[src/assert_macros.svh]
`ifndef ASSERT_MACROS_SVH
`define ASSERT_MACROS_SVH

// Property must hold at every clock edge outside reset.
`define ASSERT_CLK(lbl, clk, rst_n, prop) \
    lbl: assert property (@(posedge clk) disable iff (!rst_n) prop) \
        else $error("assertion failed");

// Condition must never be true outside reset.
`define ASSERT_NEVER(lbl, clk, rst_n, cond) \
    lbl: assert property (@(posedge clk) disable iff (!rst_n) !(cond)) \
        else $error("forbidden condition seen");

`endif

[src/btem_pkg.sv]
`timescale 1ns / 1ps

package btem_pkg;

    localparam int STEP_W = 23;
    localparam int ATT_W  = 10;
    localparam int REL_W  = 12;
    localparam int LEN_W  = 24;
    localparam int SMP_W  = 16;
    localparam int IDX_W  = 2;

    // Divider sizing: numerator is at most 4095 * 5242, quotient at most 5242.
    localparam int NUM_W  = 25;
    localparam int DEN_W  = 12;
    localparam int Q_W    = 13;
    localparam int QCNT_W = 4;

    localparam logic [Q_W-1:0] TONE_AMP = 13'd5242;

    localparam logic [IDX_W-1:0] REG_PHASE_STEP = 2'd0;
    localparam logic [IDX_W-1:0] REG_ATTACK     = 2'd1;
    localparam logic [IDX_W-1:0] REG_RELEASE    = 2'd2;

    localparam logic CMD_START = 1'b0;
    localparam logic CMD_FRAME = 1'b1;

    typedef struct packed {
        logic             start;
        logic [NUM_W-1:0] num;
        logic [DEN_W-1:0] den;
    } t_div_req;

    typedef struct packed {
        logic           busy;
        logic           done;
        logic [Q_W-1:0] quot;
    } t_div_rsp;

endpackage

[src/btem_div.sv]
`timescale 1ns / 1ps

// Restoring divider, one quotient bit per cycle, MSB first.
module btem_div (
    input  logic              i_clk,
    input  logic              i_rst_n,
    input  btem_pkg::t_div_req i_req,
    output btem_pkg::t_div_rsp o_rsp
);
    import btem_pkg::*;

    logic              r_busy, n_busy;
    logic              r_done, n_done;
    logic [QCNT_W-1:0] r_cnt,  n_cnt;
    logic [NUM_W-1:0]  r_rem,  n_rem;
    logic [DEN_W-1:0]  r_den,  n_den;
    logic [Q_W-1:0]    r_quot, n_quot;
    logic [NUM_W-1:0]  w_sub;
    logic              w_fit;

    assign w_sub = NUM_W'(r_den) << r_cnt;
    assign w_fit = (r_rem >= w_sub);

    always_comb begin
        n_busy = r_busy;
        n_done = 1'b0;
        n_cnt  = r_cnt;
        n_rem  = r_rem;
        n_den  = r_den;
        n_quot = r_quot;
        if (i_req.start) begin
            n_busy = 1'b1;
            n_cnt  = QCNT_W'(Q_W - 1);
            n_rem  = i_req.num;
            n_den  = i_req.den;
            n_quot = '0;
        end else if (r_busy) begin
            if (w_fit) begin
                n_rem = r_rem - w_sub;
            end
            n_quot = {r_quot[Q_W-2:0], w_fit};
            n_cnt  = r_cnt - 1'b1;
            if (r_cnt == '0) begin
                n_busy = 1'b0;
                n_done = 1'b1;
            end
        end
    end

    always_ff @(posedge i_clk) begin
        if (!i_rst_n) begin
            r_busy <= 1'b0;
            r_done <= 1'b0;
            r_cnt  <= '0;
        end else begin
            r_busy <= n_busy;
            r_done <= n_done;
            r_cnt  <= n_cnt;
        end
        r_rem  <= n_rem;
        r_den  <= n_den;
        r_quot <= n_quot;
    end

    assign o_rsp.busy = r_busy;
    assign o_rsp.done = r_done;
    assign o_rsp.quot = r_quot;

endmodule

[src/beeper_tone_envelope_mixer_core.sv]
`timescale 1ns / 1ps
// Start beat: taken with no result; the block is ready again next cycle.
// Frame beat: result registered by the mix step after the attack and release steps;
// the shared 13-step divider runs for the attack and release limits, each only while
// the count sits inside that ramp. No new beat is taken until the sequencer is idle
// again; the mix step holds while the output slot is stalled.
// Reset (i_rst_n low, synchronous): counters, phase and output valid clear,
// configuration registers return to their defaults.

`include "assert_macros.svh"

module beeper_tone_envelope_mixer_core #(
    parameter int PHASE_BITS = 24,
    parameter int COUNT_BITS = 24
) (
    input  logic                                i_clk,
    input  logic                                i_rst_n,
    // configuration write port
    input  logic                                i_cfg_we,
    input  logic [btem_pkg::IDX_W-1:0]          i_cfg_index,
    input  logic [btem_pkg::STEP_W-1:0]         i_cfg_data,
    // input channel
    input  logic                                i_in_valid,
    output logic                                o_in_stall,
    input  logic                                i_command,
    input  logic [btem_pkg::LEN_W-1:0]          i_beep_length,
    input  logic signed [btem_pkg::SMP_W-1:0]   i_in_left,
    input  logic signed [btem_pkg::SMP_W-1:0]   i_in_right,
    // output channel
    output logic                                o_out_valid,
    input  logic                                i_out_stall,
    output logic signed [btem_pkg::SMP_W-1:0]   o_out_left,
    output logic signed [btem_pkg::SMP_W-1:0]   o_out_right,
    output logic                                o_tone_active
);
    import btem_pkg::*;

    // Sequencer codes
    localparam logic [2:0] S_IDLE    = 3'd0;
    localparam logic [2:0] S_ATT_MUL = 3'd1;
    localparam logic [2:0] S_ATT_DIV = 3'd2;
    localparam logic [2:0] S_REL_MUL = 3'd3;
    localparam logic [2:0] S_REL_DIV = 3'd4;
    localparam logic [2:0] S_MIX     = 3'd5;

    // Saturate a 17-bit sum into the 16-bit sample range.
    function automatic logic signed [SMP_W-1:0] sat16(input logic signed [SMP_W:0] v);
        logic signed [SMP_W-1:0] res;
        if (v[SMP_W] != v[SMP_W-1]) begin
            res = v[SMP_W] ? {1'b1, {(SMP_W-1){1'b0}}} : {1'b0, {(SMP_W-1){1'b1}}};
        end else begin
            res = v[SMP_W-1:0];
        end
        return res;
    endfunction

    // Configuration registers
    logic [STEP_W-1:0]     r_step;
    logic [ATT_W-1:0]      r_att;
    logic [REL_W-1:0]      r_rel;

    // Beep state
    logic [2:0]            r_state,     n_state;
    logic [COUNT_BITS-1:0] r_remaining, n_remaining;
    logic [COUNT_BITS-1:0] r_total,     n_total;
    logic [PHASE_BITS-1:0] r_phase,     n_phase;

    // Per-frame working registers
    logic                  r_active,    n_active;
    logic [Q_W-1:0]        r_mag,       n_mag;
    logic signed [SMP_W-1:0] r_left,    n_left;
    logic signed [SMP_W-1:0] r_right,   n_right;

    // Output register
    logic                  r_out_valid, n_out_valid;
    logic signed [SMP_W-1:0] r_out_left,  n_out_left;
    logic signed [SMP_W-1:0] r_out_right, n_out_right;
    logic                  r_out_active, n_out_active;

    logic                  w_in_acc;
    logic                  w_out_free;
    logic [COUNT_BITS-1:0] w_done;
    logic                  w_att_hit;
    logic                  w_rel_hit;
    logic [NUM_W-1:0]      w_att_prod;
    logic [NUM_W-1:0]      w_rel_prod;
    logic signed [Q_W:0]   w_tone;
    logic signed [SMP_W:0] w_sum_l;
    logic signed [SMP_W:0] w_sum_r;
    t_div_req              w_div_req;
    t_div_rsp              w_div_rsp;

    assign o_in_stall = (r_state != S_IDLE);
    assign w_in_acc   = i_in_valid && !o_in_stall;
    // Output slot can take a new result when empty or being drained this cycle.
    assign w_out_free = !r_out_valid || !i_out_stall;

    // Envelope limits are only needed when the count sits inside a ramp; then the
    // operand fits the ramp register width, which keeps the multiply narrow.
    assign w_done     = r_total - r_remaining;
    assign w_att_hit  = r_active && (r_att != '0) && (w_done < COUNT_BITS'(r_att));
    assign w_rel_hit  = r_active && (r_rel != '0) && (r_remaining < COUNT_BITS'(r_rel));
    assign w_att_prod = NUM_W'(w_done[ATT_W-1:0]) * NUM_W'(TONE_AMP);
    assign w_rel_prod = NUM_W'(r_remaining[REL_W-1:0]) * NUM_W'(TONE_AMP);

    // Product lands straight in the divider's remainder register.
    assign w_div_req.start = ((r_state == S_ATT_MUL) && w_att_hit) ||
                             ((r_state == S_REL_MUL) && w_rel_hit);
    assign w_div_req.num   = (r_state == S_ATT_MUL) ? w_att_prod : w_rel_prod;
    assign w_div_req.den   = (r_state == S_ATT_MUL) ? DEN_W'(r_att) : DEN_W'(r_rel);

    btem_div u_div (
        .i_clk   (i_clk),
        .i_rst_n (i_rst_n),
        .i_req   (w_div_req),
        .o_rsp   (w_div_rsp)
    );

    // Square tone: positive while the phase top bit is clear.
    assign w_tone  = r_phase[PHASE_BITS-1] ? -$signed({1'b0, r_mag}) : $signed({1'b0, r_mag});
    assign w_sum_l = (SMP_W+1)'(r_left)  + (SMP_W+1)'(w_tone);
    assign w_sum_r = (SMP_W+1)'(r_right) + (SMP_W+1)'(w_tone);

    always_comb begin
        n_state      = r_state;
        n_remaining  = r_remaining;
        n_total      = r_total;
        n_phase      = r_phase;
        n_active     = r_active;
        n_mag        = r_mag;
        n_left       = r_left;
        n_right      = r_right;
        n_out_valid  = r_out_valid && i_out_stall;
        n_out_left   = r_out_left;
        n_out_right  = r_out_right;
        n_out_active = r_out_active;

        unique case (r_state)
            S_IDLE: begin
                if (w_in_acc) begin
                    if (i_command == CMD_START) begin
                        // Restart the beep: load both counts, clear the phase.
                        n_remaining = COUNT_BITS'(i_beep_length);
                        n_total     = COUNT_BITS'(i_beep_length);
                        n_phase     = '0;
                    end else begin
                        n_left   = i_in_left;
                        n_right  = i_in_right;
                        n_active = (r_remaining != '0);
                        n_mag    = (r_remaining != '0) ? TONE_AMP : '0;
                        n_state  = S_ATT_MUL;
                    end
                end
            end
            S_ATT_MUL: begin
                n_state = w_att_hit ? S_ATT_DIV : S_REL_MUL;
            end
            S_ATT_DIV: begin
                if (w_div_rsp.done) begin
                    if (w_div_rsp.quot < r_mag) begin
                        n_mag = w_div_rsp.quot;
                    end
                    n_state = S_REL_MUL;
                end
            end
            S_REL_MUL: begin
                n_state = w_rel_hit ? S_REL_DIV : S_MIX;
            end
            S_REL_DIV: begin
                if (w_div_rsp.done) begin
                    if (w_div_rsp.quot < r_mag) begin
                        n_mag = w_div_rsp.quot;
                    end
                    n_state = S_MIX;
                end
            end
            S_MIX: begin
                // Hold until the output slot frees, then publish; advance the beep only while active.
                if (w_out_free) begin
                    n_out_valid  = 1'b1;
                    n_out_left   = sat16(w_sum_l);
                    n_out_right  = sat16(w_sum_r);
                    n_out_active = r_active;
                    if (r_active) begin
                        n_phase     = r_phase + PHASE_BITS'(r_step);
                        n_remaining = r_remaining - 1'b1;
                    end
                    n_state = S_IDLE;
                end
            end
            default: begin
                n_state = S_IDLE;
            end
        endcase
    end

    always_ff @(posedge i_clk) begin
        if (!i_rst_n) begin
            r_state     <= S_IDLE;
            r_remaining <= '0;
            r_total     <= '0;
            r_phase     <= '0;
            r_active    <= 1'b0;
            r_out_valid <= 1'b0;
        end else begin
            r_state     <= n_state;
            r_remaining <= n_remaining;
            r_total     <= n_total;
            r_phase     <= n_phase;
            r_active    <= n_active;
            r_out_valid <= n_out_valid;
        end
        r_mag        <= n_mag;
        r_left       <= n_left;
        r_right      <= n_right;
        r_out_left   <= n_out_left;
        r_out_right  <= n_out_right;
        r_out_active <= n_out_active;
    end

    // Configuration writes; indexes past the list drop silently.
    always_ff @(posedge i_clk) begin
        if (!i_rst_n) begin
            r_step <= STEP_W'(341045);
            r_att  <= ATT_W'(220);
            r_rel  <= REL_W'(604);
        end else if (i_cfg_we) begin
            unique case (i_cfg_index)
                REG_PHASE_STEP: r_step <= i_cfg_data;
                REG_ATTACK:     r_att  <= i_cfg_data[ATT_W-1:0];
                REG_RELEASE:    r_rel  <= i_cfg_data[REL_W-1:0];
                default: begin
                end
            endcase
        end
    end

    assign o_out_valid   = r_out_valid;
    assign o_out_left    = r_out_left;
    assign o_out_right   = r_out_right;
    assign o_tone_active = r_out_active;

    // The divider only runs while the sequencer waits on it.
    `ASSERT_CLK(a_div_owned, i_clk, i_rst_n, w_div_rsp.busy |-> (r_state == S_ATT_DIV || r_state == S_REL_DIV))
    // Envelope never exceeds the full tone amplitude.
    `ASSERT_NEVER(a_mag_bound, i_clk, i_rst_n, r_state == S_MIX && r_mag > TONE_AMP)
    // Remaining count moves only on a start beat or when a frame is published.
    `ASSERT_CLK(a_cnt_move, i_clk, i_rst_n, (r_remaining != $past(r_remaining)) |-> ($past(r_state) == S_MIX || $past(w_in_acc)))
    // A fresh result is published only from the mix step.
    `ASSERT_CLK(a_out_src, i_clk, i_rst_n, $rose(o_out_valid) |-> $past(r_state) == S_MIX)

endmodule
[config.mk]
export PLATFORM = sky130hd
export DESIGN_NAME = beeper_tone_envelope_mixer_core
export DESIGN_NICKNAME = d
export VERILOG_FILES = /design/src/btem_pkg.sv /design/src/btem_div.sv /design/src/beeper_tone_envelope_mixer_core.sv
export VERILOG_INCLUDE_DIRS = /design/src /design/src/src
export SDC_FILE = /design/constraint.sdc
export NUM_CORES = 1
export LEC_CHECK = 0
export BUFFER_PORTS_ARGS = -buffer_cell sky130_fd_sc_hd__clkbuf_2
export CAP_MARGIN = 20
export CORE_MARGIN = 8
export CORE_UTILIZATION = 30
export DETAILED_ROUTE_END_ITERATION = 16
export GPL_TIMING_DRIVEN = 0
export PLACE_DENSITY = 0.44
export SLEW_MARGIN = 20
export SYNTH_ARGS = -nofsm -noshare
export SYNTH_HDL_FRONTEND = slang
export SYNTH_SLANG_ARGS = --single-unit
[constraint.sdc]
create_clock -name i_clk -period 13.4 [get_ports i_clk]
set_input_delay 1.34 -clock i_clk [delete_from_list [all_inputs] [get_ports i_clk]]
set_output_delay 1.34 -clock i_clk [all_outputs]
set_load 0.05 [all_outputs]
==> results.json <==
{
  "maxSlewViolCount": 0,
  "synth_top_family_by_area": "adder cells",
  "grt_pass1_vias": 18100,
  "multiInputGateArea_um2": 14200,
  "ant_nets": 0,
  "wire_per_inst_um": 18.6,
  "min_period_ps": 8200,
  "core-area_um2": 71200,
  "hold_path_depth": 2,
  "post_cts_buffers": 0,
  "clockRootBuffer": "clkbuf_16",
  "tns_ps": 0,
  "grt-ovfl-total": 0,
  "clock_latency_ps": 600,
  "grt_usage_pct": 16.0,
  "syn-num-nets": 2906,
  "nets": 3064,
  "worstMarginPinSlew_ps": 1160,
  "dp_hpwl_mm": 54.6,
  "hold_buffers": 0,
  "die_h_um": 284,
  "yosys.area_share.adder_pct": 24.3,
  "synth-xor-area-share_pct": 5.62,
  "grt_max_degree": 26,
  "gp_congestion": 0.879,
  "crit_path_end_kind": "flop",
  "fmax_mhz": 122,
  "synth_compound_area_share_pct": 17.3,
  "avgSynthCellArea_um2": 8.80,
  "synth-edff-count": 115,
  "critical-path-slowest-cell": "xor2_1",
  "syn_to_final_growth_pct": 14.3,
  "fin_crit_sh_pct": 61.2,
  "fin_util_pct": 34.5,
  "start_util_pct": 30.2,
  "die_area_um2": 80500,
  "io_buffers": 121,
  "grt_pass1_wl_mm": 104,
  "ys_seq_area_share_pct": 29.2,
  "cap_violations": 0,
  "muxShareOfSynthArea_pct": 2.74,
  "whs_endpoint": "r_total[19]",
  "drc": 0,
  "cp.required_ps": 13810,
  "clk_pin_slew_ps": 60,
  "cts_tree": "yes",
  "n_antenna_cell": 0,
  "vias": 18000,
  "numCtsBuffers": 31,
  "fillers": 7382,
  "finalHoldViolCount": 0,
  "synth.area.top_cells": "ha_1 (18%), edfxtp_1 (16%), dfxtp_1 (13%), fa_1 (6.6%), a21oi_1 (5.3%)",
  "cp_slowest_stage_delay_ps": 820,
  "async_flop_share_pct": 0,
  "r2r_end": "u_div.r_rem[22]",
  "maxSlewHeadroom_pct": 22.3,
  "cp.arrival_ps": 8610,
  "synth_cell_types": 80,
  "cts.repair.resized": 0,
  "min_path_type": "reg -> reg",
  "final_common_cell": "ha_1",
  "finClkSkew_ps": 20.1,
  "path_buf_inv": 3,
  "ys_warn_count": 0,
  "viasPerCell": 5.03,
  "num_rows": 98,
  "cp-start-kind": "flop",
  "final_cell_mix": "ha_1 (303), nand2_1 (276), a21oi_1 (227)",
  "outcome": "finished clean",
  "synth-simple-area-share_pct": 15.6,
  "htreeDepth": 1,
  "rr_worst_depth": 25,
  "ff_latch_area_um2": 6280,
  "cp_common_cell": "fa_1",
  "cp_max_fo": 8,
  "num_io_pins": 122,
  "min-delay-start": "r_total[19]",
  "drt-total-wl_mm": 66.6,
  "fp.dieW_um": 284,
  "crit_type": "reg -> reg",
  "antenna_found_initial": 2,
  "drive_above_1_share_pct": 8.83,
  "ys_ff_latch": 256,
  "clock-sinks": 256,
  "yosysTopAreaCell": "ha_1",
  "cpLargestDelayFamily": "adder cells",
  "rsz0062_at_grt": "no",
  "drt_pass1_iterations": 5,
  "netlist_area_um2": 21500,
  "setup_viol": 0,
  "syn_inst": 2445,
  "r2r-start": "r_remaining[1]",
  "synth_top_area_share_pct": 17.6,
  "ys.flop_type": "dfxtp_1",
  "clock_path_buffers": 3,
  "drt_iter0_drc": 1118,
  "rrSetupSlack_ps": 5200
}
[cells by family after synthesis]
| family | Yosys count |
|---|---|
| and+or+nand+nor | 719 |
| AOI/OAI and AO/OA | 607 |
| adders and majority gates | 375 |
| buffers and inverters | 296 |
| DFF | 256 |
| xor gates and xnor gates | 138 |
| muxes | 54 |
[state kept, by name, summed over array words and instances (netlist names), 16 cells and up]
register     flops
o_out_left      16
o_out_right     16
r_left          16
r_phase         24
r_remaining     24
r_right         16
r_step          23
r_total         24
u_div.r_rem     25
[cell type report]
type,instances,share of cell area (%)
Multi-Input combinational cell,1893,57.7
Buffer,80,1.34
Clock buffer,40,3.58
Timing Repair Buffer,125,2.73
Tap cell,950,4.83
Sequential cell,256,25.5
Clock inverter,17,1.01
Inverter,216,3.30
[per-layer routing]
metal | global-route usage (%) | share of wire [%] | up-vias
li1 | - | - | 8985
met1 | 21.7 | 48 | 8552
met2 | 26.2 | 45 | 380
met3 | 2.71 | 4.9 | 88
met4 | 3.70 | 2.4 | 2
met5 | 0 | 0.020 | -
[how the worst max path moves through the flow]
| stage | from | cells after the start | endpoint |
|---|---|---|---|
| floorplan | r_remaining[4] | 27 | u_div.r_rem[22] |
| CTS | r_remaining[1] | 25 | u_div.r_rem[22] |
| finish | r_remaining[1] | 25 | u_div.r_rem[22] |
| global route | r_remaining[1] | 25 | u_div.r_rem[22] |
| detailed placement | r_remaining[1] | 25 | u_div.r_rem[22] |
| global placement | r_remaining[1] | 25 | u_div.r_rem[22] |
[per-stage QoR]
step                      hold WS [ps]  setup slack [ps]  cells  cell area (µm²)
after floorplan                    436              6550   2445            21500
after global placement             454              5250   3516            23300
after detailed placement           456              5120   3520            23500
after CTS                          465              5060   3577            24600
after global routing               479              4580   3577            24600
final                              463              5200   3577            24600
[worst min-delay path: cells and delay by family (launching register included)]
family,cells,cell delay [ps]
DFF,1,310
and+or+nand+nor,1,50
AOI/OAI and AO/OA,1,50
[Yosys cell counts, drive strengths merged, types with 11 or more instances]
cell    number
o211ai      24
xor2        43
o21bai      12
nor4        17
a211oi      20
o21ai      132
nand2      277
ha         303
a21o        68
mux2i       42
inv        216
a31oi       22
nand2b      27
and3        15
edfxtp     115
and2        15
nand3       85
nand4       16
buf         11
xnor2       95
o21a        21
clkbuf      69
fa          71
nor2       147
a21oi      230
dfxtp      141
nor2b       23
nor3        43
Power is not shown: default switching activity piles up to over one toggle a cycle in this logic, so the estimate is an artifact.
